==> src/design/ccrse_pkg.sv <==
// shared types and constants for the clipped cell raster span emitter
package ccrse_pkg;

    // configuration port
    localparam int CFG_DATA_W = 16;
    localparam int CFG_IDX_W  = 3;

    // register indexes on the configuration port
    typedef enum logic [CFG_IDX_W-1:0] {
        CFG_DEST_X      = 3'd0,
        CFG_DEST_Y      = 3'd1,
        CFG_CLIP_LEFT   = 3'd2,
        CFG_CLIP_TOP    = 3'd3,
        CFG_CLIP_WIDTH  = 3'd4,
        CFG_CLIP_HEIGHT = 3'd5,
        CFG_TRANSPARENT = 3'd6,
        CFG_PEN_MAP     = 3'd7
    } cfg_idx_t;

    // field widths
    localparam int CODE_W  = 4;
    localparam int COL_W   = 7;
    localparam int ROW_W   = 8;
    localparam int POS_W   = 8;
    localparam int LEN_W   = 8;
    localparam int PEN_W   = 4;
    localparam int TCODE_W = 5;

    // reset values of the registers
    localparam logic [POS_W-1:0]   CLIP_SIZE_RST      = 8'd255;
    localparam logic [TCODE_W-1:0] TRANSPARENT_NONE   = 5'd16;

    // cells at or beyond this column are always dropped
    localparam int MAX_WIDTH = 128;

    // codes below this one go through the pen map
    localparam logic [CODE_W-1:0]  PEN_MAPPED_LIMIT   = 4'd4;

    // depth of the span queue between front and back
    localparam int QUEUE_DEPTH = 4;

    // one screen span
    typedef struct packed {
        logic [POS_W-1:0] x;
        logic [POS_W-1:0] y;
        logic [LEN_W-1:0] len;
        logic [PEN_W-1:0] pen;
    } span_t;

    // one queue entry: the spans caused by one cell, one or two of them
    typedef struct packed {
        logic  two;
        span_t s0;
        span_t s1;
    } qent_t;

    // push request from front to queue
    typedef struct packed {
        logic  push;
        qent_t ent;
    } qpush_t;

endpackage

==> src/design/ccrse_if.sv <==
// request channels for raster cells and screen spans
interface cell_if;
    logic       valid;
    logic       ready;
    logic [3:0] cell_code;
    logic [6:0] cell_col;
    logic [7:0] cell_row;
    logic       row_end;

    modport source (output valid, cell_code, cell_col, cell_row, row_end, input ready);
    modport sink   (input valid, cell_code, cell_col, cell_row, row_end, output ready);
endinterface

interface span_if;
    logic       valid;
    logic       ready;
    logic [7:0] span_x;
    logic [7:0] span_y;
    logic [7:0] span_len;
    logic [3:0] span_pen;
    logic       last_of_item;

    modport source (output valid, span_x, span_y, span_len, span_pen, last_of_item,
                    input ready);
    modport sink   (input valid, span_x, span_y, span_len, span_pen, last_of_item,
                    output ready);
endinterface

==> src/design/ccrse_queue.sv <==
// span queue between the front classifier and the back emitter
module ccrse_queue
    import ccrse_pkg::*;
#(
    parameter int DEPTH = QUEUE_DEPTH
) (
    input  logic   clk,
    input  logic   rst_n,
    input  qpush_t wr,
    input  logic   pop,
    output logic   full,
    output logic   nonempty,
    output qent_t  head
);

    localparam int PW = (DEPTH > 1) ? $clog2(DEPTH) : 1;
    localparam int CW = $clog2(DEPTH + 1);

    qent_t         ent_reg [DEPTH];
    logic [PW-1:0] wr_ptr_reg, wr_ptr_next;
    logic [PW-1:0] rd_ptr_reg, rd_ptr_next;
    logic [CW-1:0] count_reg, count_next;
    logic          do_push, do_pop;

    assign full     = (count_reg == CW'(DEPTH));
    assign nonempty = (count_reg != '0);
    assign head     = ent_reg[rd_ptr_reg];
    assign do_push  = wr.push && !full;
    assign do_pop   = pop && nonempty;

    // pointer and fill count update
    always_comb
    begin
        wr_ptr_next = wr_ptr_reg;
        rd_ptr_next = rd_ptr_reg;
        count_next  = count_reg;
        if (do_push)
        begin
            wr_ptr_next = (wr_ptr_reg == PW'(DEPTH - 1)) ? '0 : wr_ptr_reg + 1'b1;
        end
        if (do_pop)
        begin
            rd_ptr_next = (rd_ptr_reg == PW'(DEPTH - 1)) ? '0 : rd_ptr_reg + 1'b1;
        end
        if (do_push && !do_pop)
        begin
            count_next = count_reg + 1'b1;
        end
        else if (do_pop && !do_push)
        begin
            count_next = count_reg - 1'b1;
        end
    end

    always_ff @(posedge clk or negedge rst_n)
    begin
        if (!rst_n)
        begin
            wr_ptr_reg <= '0;
            rd_ptr_reg <= '0;
            count_reg  <= '0;
        end
        else
        begin
            wr_ptr_reg <= wr_ptr_next;
            rd_ptr_reg <= rd_ptr_next;
            count_reg  <= count_next;
        end
    end

    // entry storage
    always_ff @(posedge clk)
    begin
        if (do_push)
        begin
            ent_reg[wr_ptr_reg] <= wr.ent;
        end
    end

endmodule

==> src/design/ccrse_front.sv <==
// front end: configuration registers, clipping, run tracking and span forming
module ccrse_front
    import ccrse_pkg::*;
(
    input  logic                  clk,
    input  logic                  rst_n,
    input  logic                  cfg_we,
    input  logic [CFG_IDX_W-1:0]  cfg_index,
    input  logic [CFG_DATA_W-1:0] cfg_data,
    cell_if.sink                  cells,
    input  logic                  q_full,
    output qpush_t                qwr
);

    // configuration registers
    logic [POS_W-1:0]      dest_x_reg, dest_y_reg;
    logic [POS_W-1:0]      clip_left_reg, clip_top_reg;
    logic [POS_W-1:0]      clip_width_reg, clip_height_reg;
    logic [TCODE_W-1:0]    tcode_reg;
    logic [CFG_DATA_W-1:0] pen_map_reg;

    // open run
    logic             run_open_reg, run_open_next;
    logic [COL_W-1:0] run_start_reg, run_start_next;
    logic [PEN_W-1:0] run_pen_reg, run_pen_next;
    logic [LEN_W-1:0] run_len_reg, run_len_next;
    logic [ROW_W-1:0] run_row_reg, run_row_next;

    logic             accept;
    logic [POS_W:0]   sx, sy, clip_r, clip_b;
    logic             visible, transparent, broken, open_mid;
    logic [PEN_W-1:0] pen;
    logic             emit_old, emit_end;
    span_t            old_span, end_span;

    assign accept      = cells.valid && cells.ready;
    assign cells.ready = !q_full;

    always_ff @(posedge clk or negedge rst_n)
    begin
        if (!rst_n)
        begin
            dest_x_reg      <= '0;
            dest_y_reg      <= '0;
            clip_left_reg   <= '0;
            clip_top_reg    <= '0;
            clip_width_reg  <= CLIP_SIZE_RST;
            clip_height_reg <= CLIP_SIZE_RST;
            tcode_reg       <= TRANSPARENT_NONE;
            pen_map_reg     <= '0;
        end
        else if (cfg_we)
        begin
            unique case (cfg_idx_t'(cfg_index))
                CFG_DEST_X:      dest_x_reg      <= cfg_data[POS_W-1:0];
                CFG_DEST_Y:      dest_y_reg      <= cfg_data[POS_W-1:0];
                CFG_CLIP_LEFT:   clip_left_reg   <= cfg_data[POS_W-1:0];
                CFG_CLIP_TOP:    clip_top_reg    <= cfg_data[POS_W-1:0];
                CFG_CLIP_WIDTH:  clip_width_reg  <= cfg_data[POS_W-1:0];
                CFG_CLIP_HEIGHT: clip_height_reg <= cfg_data[POS_W-1:0];
                CFG_TRANSPARENT: tcode_reg       <= cfg_data[TCODE_W-1:0];
                CFG_PEN_MAP:     pen_map_reg     <= cfg_data;
            endcase
        end
    end

    // screen position and clip test, all edges at 9 bits
    assign sx      = {1'b0, dest_x_reg} + {2'b00, cells.cell_col};
    assign sy      = {1'b0, dest_y_reg} + {1'b0, cells.cell_row};
    assign clip_r  = {1'b0, clip_left_reg} + {1'b0, clip_width_reg};
    assign clip_b  = {1'b0, clip_top_reg} + {1'b0, clip_height_reg};
    assign visible = (sx >= {1'b0, clip_left_reg}) && (sx < clip_r)
                  && (sy >= {1'b0, clip_top_reg}) && (sy < clip_b)
                  && ({1'b0, cells.cell_col} < LEN_W'(MAX_WIDTH));

    // cell classification
    assign transparent = ({1'b0, cells.cell_code} == tcode_reg);
    assign pen = (cells.cell_code < PEN_MAPPED_LIMIT)
               ? pen_map_reg[{cells.cell_code[1:0], 2'b00} +: PEN_W]
               : cells.cell_code;
    assign broken = visible && run_open_reg
                 && ((cells.cell_row != run_row_reg)
                  || ({1'b0, cells.cell_col} != ({1'b0, run_start_reg} + run_len_reg)));
    assign open_mid = run_open_reg && !broken;

    // run update and emission flags
    always_comb
    begin
        run_open_next  = run_open_reg;
        run_start_next = run_start_reg;
        run_pen_next   = run_pen_reg;
        run_len_next   = run_len_reg;
        run_row_next   = run_row_reg;
        emit_old       = 1'b0;
        if (visible)
        begin
            if (broken)
            begin
                emit_old      = 1'b1;
                run_open_next = 1'b0;
            end
            if (transparent)
            begin
                if (open_mid)
                begin
                    emit_old      = 1'b1;
                    run_open_next = 1'b0;
                end
            end
            else if (open_mid && (pen == run_pen_reg))
            begin
                run_len_next = run_len_reg + 1'b1;
            end
            else
            begin
                if (open_mid)
                begin
                    emit_old = 1'b1;
                end
                run_open_next  = 1'b1;
                run_start_next = cells.cell_col;
                run_pen_next   = pen;
                run_len_next   = LEN_W'(1);
                run_row_next   = cells.cell_row;
            end
        end
        emit_end = cells.row_end && run_open_next;
        if (emit_end)
        begin
            run_open_next = 1'b0;
        end
    end

    // span records for the old run and the run left at row end
    always_comb
    begin
        old_span.x   = dest_x_reg + {1'b0, run_start_reg};
        old_span.y   = dest_y_reg + run_row_reg;
        old_span.len = run_len_reg;
        old_span.pen = run_pen_reg;
        end_span.x   = dest_x_reg + {1'b0, run_start_next};
        end_span.y   = dest_y_reg + run_row_next;
        end_span.len = run_len_next;
        end_span.pen = run_pen_next;
    end

    // queue request
    always_comb
    begin
        qwr.push    = accept && (emit_old || emit_end);
        qwr.ent.two = emit_old && emit_end;
        qwr.ent.s0  = emit_old ? old_span : end_span;
        qwr.ent.s1  = end_span;
    end

    always_ff @(posedge clk or negedge rst_n)
    begin
        if (!rst_n)
        begin
            run_open_reg  <= 1'b0;
            run_start_reg <= '0;
            run_pen_reg   <= '0;
            run_len_reg   <= '0;
            run_row_reg   <= '0;
        end
        else if (accept)
        begin
            run_open_reg  <= run_open_next;
            run_start_reg <= run_start_next;
            run_pen_reg   <= run_pen_next;
            run_len_reg   <= run_len_next;
            run_row_reg   <= run_row_next;
        end
    end

endmodule

==> src/design/ccrse_back.sv <==
// back end: takes queue entries apart into single spans behind an output register
module ccrse_back
    import ccrse_pkg::*;
(
    input  logic   clk,
    input  logic   rst_n,
    input  logic   q_nonempty,
    input  qent_t  q_head,
    output logic   q_pop,
    span_if.source spans
);

    logic  valid_reg, valid_next;
    logic  second_reg, second_next;
    logic  last_reg, last_next;
    span_t out_reg, out_next;
    logic  load, last_sel;

    assign load     = q_nonempty && (!valid_reg || spans.ready);
    assign last_sel = second_reg || !q_head.two;
    assign q_pop    = load && last_sel;

    // next output and position within the entry
    always_comb
    begin
        valid_next  = valid_reg;
        second_next = second_reg;
        last_next   = last_reg;
        out_next    = out_reg;
        if (load)
        begin
            valid_next  = 1'b1;
            out_next    = second_reg ? q_head.s1 : q_head.s0;
            last_next   = last_sel;
            second_next = !last_sel;
        end
        else if (spans.ready)
        begin
            valid_next = 1'b0;
        end
    end

    always_ff @(posedge clk or negedge rst_n)
    begin
        if (!rst_n)
        begin
            valid_reg  <= 1'b0;
            second_reg <= 1'b0;
        end
        else
        begin
            valid_reg  <= valid_next;
            second_reg <= second_next;
        end
    end

    // output payload
    always_ff @(posedge clk)
    begin
        out_reg  <= out_next;
        last_reg <= last_next;
    end

    assign spans.valid        = valid_reg;
    assign spans.span_x       = out_reg.x;
    assign spans.span_y       = out_reg.y;
    assign spans.span_len     = out_reg.len;
    assign spans.span_pen     = out_reg.pen;
    assign spans.last_of_item = last_reg;

endmodule

==> src/design/clipped_cell_raster_span_emitter.sv <==
// top level of the clipped cell raster span emitter
// throughput: one cell per cycle unless the queue is full; a cell's two spans go out in turn
// the span of a closing cell is written to the queue, then loaded into the output register
// the queue of QUEUE_DEPTH entries absorbs output stalls; cells wait only when it is full
// reset: asynchronous, active low; registers return to their reset values, no run open
module clipped_cell_raster_span_emitter
    import ccrse_pkg::*;
#(
    parameter int QDEPTH = QUEUE_DEPTH
) (
    input  logic                  clk,
    input  logic                  rst_n,
    input  logic                  cfg_we,
    input  logic [CFG_IDX_W-1:0]  cfg_index,
    input  logic [CFG_DATA_W-1:0] cfg_data,
    cell_if.sink                  cells,
    span_if.source                spans
);

    qpush_t qwr;
    qent_t  q_head;
    logic   q_full, q_nonempty, q_pop;

    // classify cells and form spans
    ccrse_front u_front (
        .clk       (clk),
        .rst_n     (rst_n),
        .cfg_we    (cfg_we),
        .cfg_index (cfg_index),
        .cfg_data  (cfg_data),
        .cells     (cells),
        .q_full    (q_full),
        .qwr       (qwr)
    );

    // decoupling queue
    ccrse_queue #(
        .DEPTH (QDEPTH)
    ) u_queue (
        .clk      (clk),
        .rst_n    (rst_n),
        .wr       (qwr),
        .pop      (q_pop),
        .full     (q_full),
        .nonempty (q_nonempty),
        .head     (q_head)
    );

    // emit spans one at a time
    ccrse_back u_back (
        .clk        (clk),
        .rst_n      (rst_n),
        .q_nonempty (q_nonempty),
        .q_head     (q_head),
        .q_pop      (q_pop),
        .spans      (spans)
    );

endmodule
==> src/flat_wrapper.sv <==
// flat-port wrapper written by rule: the top's interface ports become plain ports
module clipped_cell_raster_span_emitter_flat import ccrse_pkg::*;
#(
    parameter int QDEPTH = QUEUE_DEPTH
)
  (clk, rst_n, cfg_we, cfg_index, cfg_data, cells_valid, cells_cell_code, cells_cell_col, cells_cell_row, cells_row_end, cells_ready, spans_valid, spans_span_x, spans_span_y, spans_span_len, spans_span_pen, spans_last_of_item, spans_ready);
  cell_if cells_i ();
  span_if spans_i ();
  input  logic clk;
  input  logic rst_n;
  input  logic cfg_we;
  input  logic [CFG_IDX_W-1:0] cfg_index;
  input  logic [CFG_DATA_W-1:0] cfg_data;
  input wire logic [$bits(cells_i.valid)-1:0] cells_valid;
  input wire logic [$bits(cells_i.cell_code)-1:0] cells_cell_code;
  input wire logic [$bits(cells_i.cell_col)-1:0] cells_cell_col;
  input wire logic [$bits(cells_i.cell_row)-1:0] cells_cell_row;
  input wire logic [$bits(cells_i.row_end)-1:0] cells_row_end;
  output wire logic [$bits(cells_i.ready)-1:0] cells_ready;
  output wire logic [$bits(spans_i.valid)-1:0] spans_valid;
  output wire logic [$bits(spans_i.span_x)-1:0] spans_span_x;
  output wire logic [$bits(spans_i.span_y)-1:0] spans_span_y;
  output wire logic [$bits(spans_i.span_len)-1:0] spans_span_len;
  output wire logic [$bits(spans_i.span_pen)-1:0] spans_span_pen;
  output wire logic [$bits(spans_i.last_of_item)-1:0] spans_last_of_item;
  input wire logic [$bits(spans_i.ready)-1:0] spans_ready;
  assign cells_i.valid = cells_valid;
  assign cells_i.cell_code = cells_cell_code;
  assign cells_i.cell_col = cells_cell_col;
  assign cells_i.cell_row = cells_cell_row;
  assign cells_i.row_end = cells_row_end;
  assign cells_ready = cells_i.ready;
  assign spans_valid = spans_i.valid;
  assign spans_span_x = spans_i.span_x;
  assign spans_span_y = spans_i.span_y;
  assign spans_span_len = spans_i.span_len;
  assign spans_span_pen = spans_i.span_pen;
  assign spans_last_of_item = spans_i.last_of_item;
  assign spans_i.ready = spans_ready;
  clipped_cell_raster_span_emitter #(.QDEPTH(QDEPTH)) u_core (.clk(clk), .rst_n(rst_n), .cfg_we(cfg_we), .cfg_index(cfg_index), .cfg_data(cfg_data), .cells(cells_i), .spans(spans_i));
endmodule
==> config.mk <==
export PLATFORM = sky130hd
export DESIGN_NAME = clipped_cell_raster_span_emitter_flat
export DESIGN_NICKNAME = d
export VERILOG_FILES = /design/src/design/ccrse_pkg.sv /design/src/design/ccrse_if.sv /design/src/design/ccrse_queue.sv /design/src/design/ccrse_front.sv /design/src/design/ccrse_back.sv /design/src/design/clipped_cell_raster_span_emitter.sv /design/src/flat_wrapper.sv
export SDC_FILE = /design/constraint.sdc
export NUM_CORES = 1
export LEC_CHECK = 0
export ABC_CLOCK_PERIOD_IN_PS = 10600
export BUFFER_PORTS_ARGS = -buffer_cell sky130_fd_sc_hd__buf_2
export CAP_MARGIN = 0
export CORE_AREA = 2 2 165 208
export DETAILED_ROUTE_END_ITERATION = 8
export DIE_AREA = 0 0 167 210
export PLACE_DENSITY = 0.72
export SYNTH_ARGS = -nofsm -noshare
export SYNTH_HDL_FRONTEND = slang
export SYNTH_SLANG_ARGS = --single-unit
==> constraint.sdc <==
create_clock -name clk -period 10.6 [get_ports clk]
set_input_delay 1.06 -clock clk [delete_from_list [all_inputs] [get_ports clk]]
set_output_delay 1.06 -clock clk [all_outputs]
set_load 0.02 [all_outputs]
==> impl_metrics.yaml <==
synth:
  ys_ff_latch: 363
  yosysTopAreaCellShare_pct: 43.0
  synthTopCellsByArea: "edfxtp_1 43%, dfrtp_1 12%, mux2_2 9.4%"
  avgSynthCellArea_um2: 15.0
  ys.flop_type: "edfxtp_1"
  ys_warn_count: 0
  synth_cells: 1194
  syn_nets: 1351
  synth.cells.most_frequent: "257 x edfxtp_1, 150 x mux2_2, 103 x ha_1"
  synth_top_area_cell: "edfxtp_1"
  netlist_area_mm2: 0.0180
  synthMostInstantiatedCell: "edfxtp_1"
  synth_cell_types: 60
  synth_edf_count: 257
  ys_async_sr_fraction_pct: 29.2
  synth.yosys.seq_area_share_pct: 57.9
power_and_ir_drop:
  p_leak_nw: 7.69
  power_density_mw_per_mm2: 306
  vdd_ir_drop_max_mv: 0.183
floorplanning:
  dieArea_mm2: 0.0351
  die_w_um: 167
  start_util_pct: 54.2
  fp.dieH_um: 210
  core-area_mm2: 0.0331
  pin_count: 75
  std_cell_rows: 75
layout:
  area_growth_pct: 11.3
  nets: 1440
  final_cell_area_mm2: 0.0200
  largest_reg_flops: 228
  num_antenna_cells: 0
  drive_gt1_share_pct: 29.3
drt:
  ant_nets: 0
  drtPass1Iterations: 5
  routed_wl_um: 34800
  via_per_inst: 5.76
  drc: 0
  vias: 9975
  dr.first_iter.drc_count: 565
  wl_per_cell_um: 20.1
critical_path:
  critPathMaxFanout: 18
  worstPathRequired_ns: 10.87
  worstSetupPathType: "in2reg"
  r2r_start: "u_core.u_front.clip_height_reg[0]"
  cp-start-kind: "primary input"
  crit_arrival_ns: 7.45
  endpoint_kind: "flop"
  critPathLaunch: "cells_cell_row[0]"
clock_network:
  cts_resized: 0
  clock_latency_ns: 0.54
  clk_path_buf_depth: 3
  cts_made_buffers: 36
  cts_tree: "built"
  post-cts-setup-buffers: 0
  cts_htree_levels: 2
  cts_sinks: 363
  hold_buffers: 0
  clk_pin_slew_worst_paths_ns: 0.07
  root_buffer: "clkbuf_16"
timing:
  rsz0062_at_grt: "no"
  setup_tns_ns: 0
  fmax_mhz: 139
  worst_hold_slack_ns: 0.452
  finalSetupViolations: 0
  worstMarginPinSlew_ns: 1.28
  finClkSkew_ns: 0.0165
  max_slew_margin_pct: 13.9
  period_minus_slack_ns: 7.18
  finalCritPeriodShare_pct: 67.7
  drv_slew: 0
  final_hold_viol_count: 0
run:
  maxCapViolations: 0
grt:
  grt_max_degree: 77
  grt_pass1_vias: 10500
  grt_pass1_wl_um: 56500
  antenna_found_initial: 1
  grt-ovfl-total: 0
  grt.total_usage_pct: 20.6
place:
  portBuffers: 74
  dpl_cell_area_mm2: 0.0189
  dp_hpwl_um: 23300
  place.gp.congestion: 0.831
outcome:
  status: "completed"
hold_path:
  hold_path_class: "in2async"
## critical path: stages
cell,delay [ns]
buf_2,0.12
ha_1,0.23
fa_1,0.43
a21oi_1,0.18
o21ai_0,0.17
nor2_1,0.12
nor2_1,0.05
nor2_1,0.11
xnor2_1,0.17
ha_1,0.28
nand4_1,0.10
nor2_1,0.05
o31ai_1,0.06
a31oi_1,0.14
nor3_1,0.44
nand3_1,0.58
nor2_2,0.91
o21ai_0,0.37
ha_1,0.37
a21o_1,0.18
a21oi_1,0.23
o21bai_1,0.10
a21oi_1,0.27
o21bai_1,0.10
a21oi_1,0.17
xnor2_1,0.13
mux2_2,0.32
## through the flow
| step | total power, W | setup WS (ns) | util (%) | cells |
|---|---|---|---|---|
| after floorplan | 0.00426 | 3.61 | - | 1194 |
| after global placement | 0.00483 | 3.07 | 56.9 | 1668 |
| after detailed placement | 0.00492 | 2.81 | 56.9 | 1668 |
| after CTS | 0.00618 | 3.39 | 60.4 | 1733 |
| after global routing | 0.00653 | 2.72 | 60.4 | 1733 |
| final | 0.00612 | 3.42 | 60.4 | 1733 |
## layout make-up
cell class | count | area [um^2]
fillers | 2517 | 13100
flip-flops and latches | 363 | 10400
multi-input cells | 727 | 7210
clock buffers | 48 | 987
well taps | 423 | 529
repair buffers | 87 | 470
inverters | 68 | 255
clock inverters | 17 | 149
## routing by layer
layer | up-vias | track usage (%) | routed length (um)
met5 | - | 0 | 13
met4 | 2 | 6.72 | 965
met3 | 64 | 3.32 | 1560
met2 | 219 | 35.8 | 17600
met1 | 4947 | 26.7 | 14600
li1 | 4743 | - | -
## report_power, final
| group | leakage, nW | internal (W) | switching [W] | total [W] |
|---|---|---|---|---|
| clock | 0.549 | 0.000708 | 0.000528 | 0.00124 |
| sequential | 3.63 | 0.00217 | 0.000181 | 0.00235 |
| combinational | 3.51 | 0.00112 | 0.00141 | 0.00253 |
| total | 7.69 | 0.00400 | 0.00212 | 0.00612 |
## layout by cell type, fill, tap and decap left out, types with 6 or more instances in the layout
cell / instances
a21oi_1: 58
o21ai_0: 34
inv_1: 68
o31ai_1: 8
mux2i_1: 6
dfstp_2: 17
clkbuf_1: 9
xnor2_1: 58
nand2_1: 32
buf_2: 73
clkbuf_16: 37
nor2_1: 31
ha_1: 103
fa_1: 10
mux4_2: 59
edfxtp_1: 257
mux2_2: 150
nand3_1: 16
o21bai_1: 20
dfrtp_1: 87
xor2_1: 19
buf_4: 14
a21o_1: 16
nand2b_1: 7
nor3_1: 7
## kinds of logic (layout without fill, tap and decap cells)
| family | count (synthesis) | in the layout | share of synthesized area (%) |
|---|---|---|---|
| and+or+nand+nor | 141 | 141 | 4.09 |
| adders and majority gates | 114 | 114 | 8.35 |
| muxes | 219 | 219 | 17.4 |
| AOI/OAI and AO/OA | 176 | 176 | 6.25 |
| xor gates and xnor gates | 77 | 77 | 3.76 |
| DFF | 363 | 363 | 57.9 |
| buffers and inverters | 104 | 220 | 2.31 |
## path summary, 6_finish.rpt
path | to | depth (start not counted) | slack, ns
worst max register to register | u_core.u_queue.ent_reg[3][55] | 27 | 3.50
max in group asynchronous | u_core.u_queue.rd_ptr_reg[0] | 2 | 8.69
worst min register to register | u_core.u_queue.count_reg[2] | 1 | 0.50
worst max-delay path | u_core.u_queue.ent_reg[3][55] | 27 | 3.42
min in group clk | u_core.u_queue.count_reg[2] | 1 | 0.50
worst min-delay path | u_core.u_front.run_row_reg[1] | 1 | 0.45
Power figures use the tool's default switching activity.
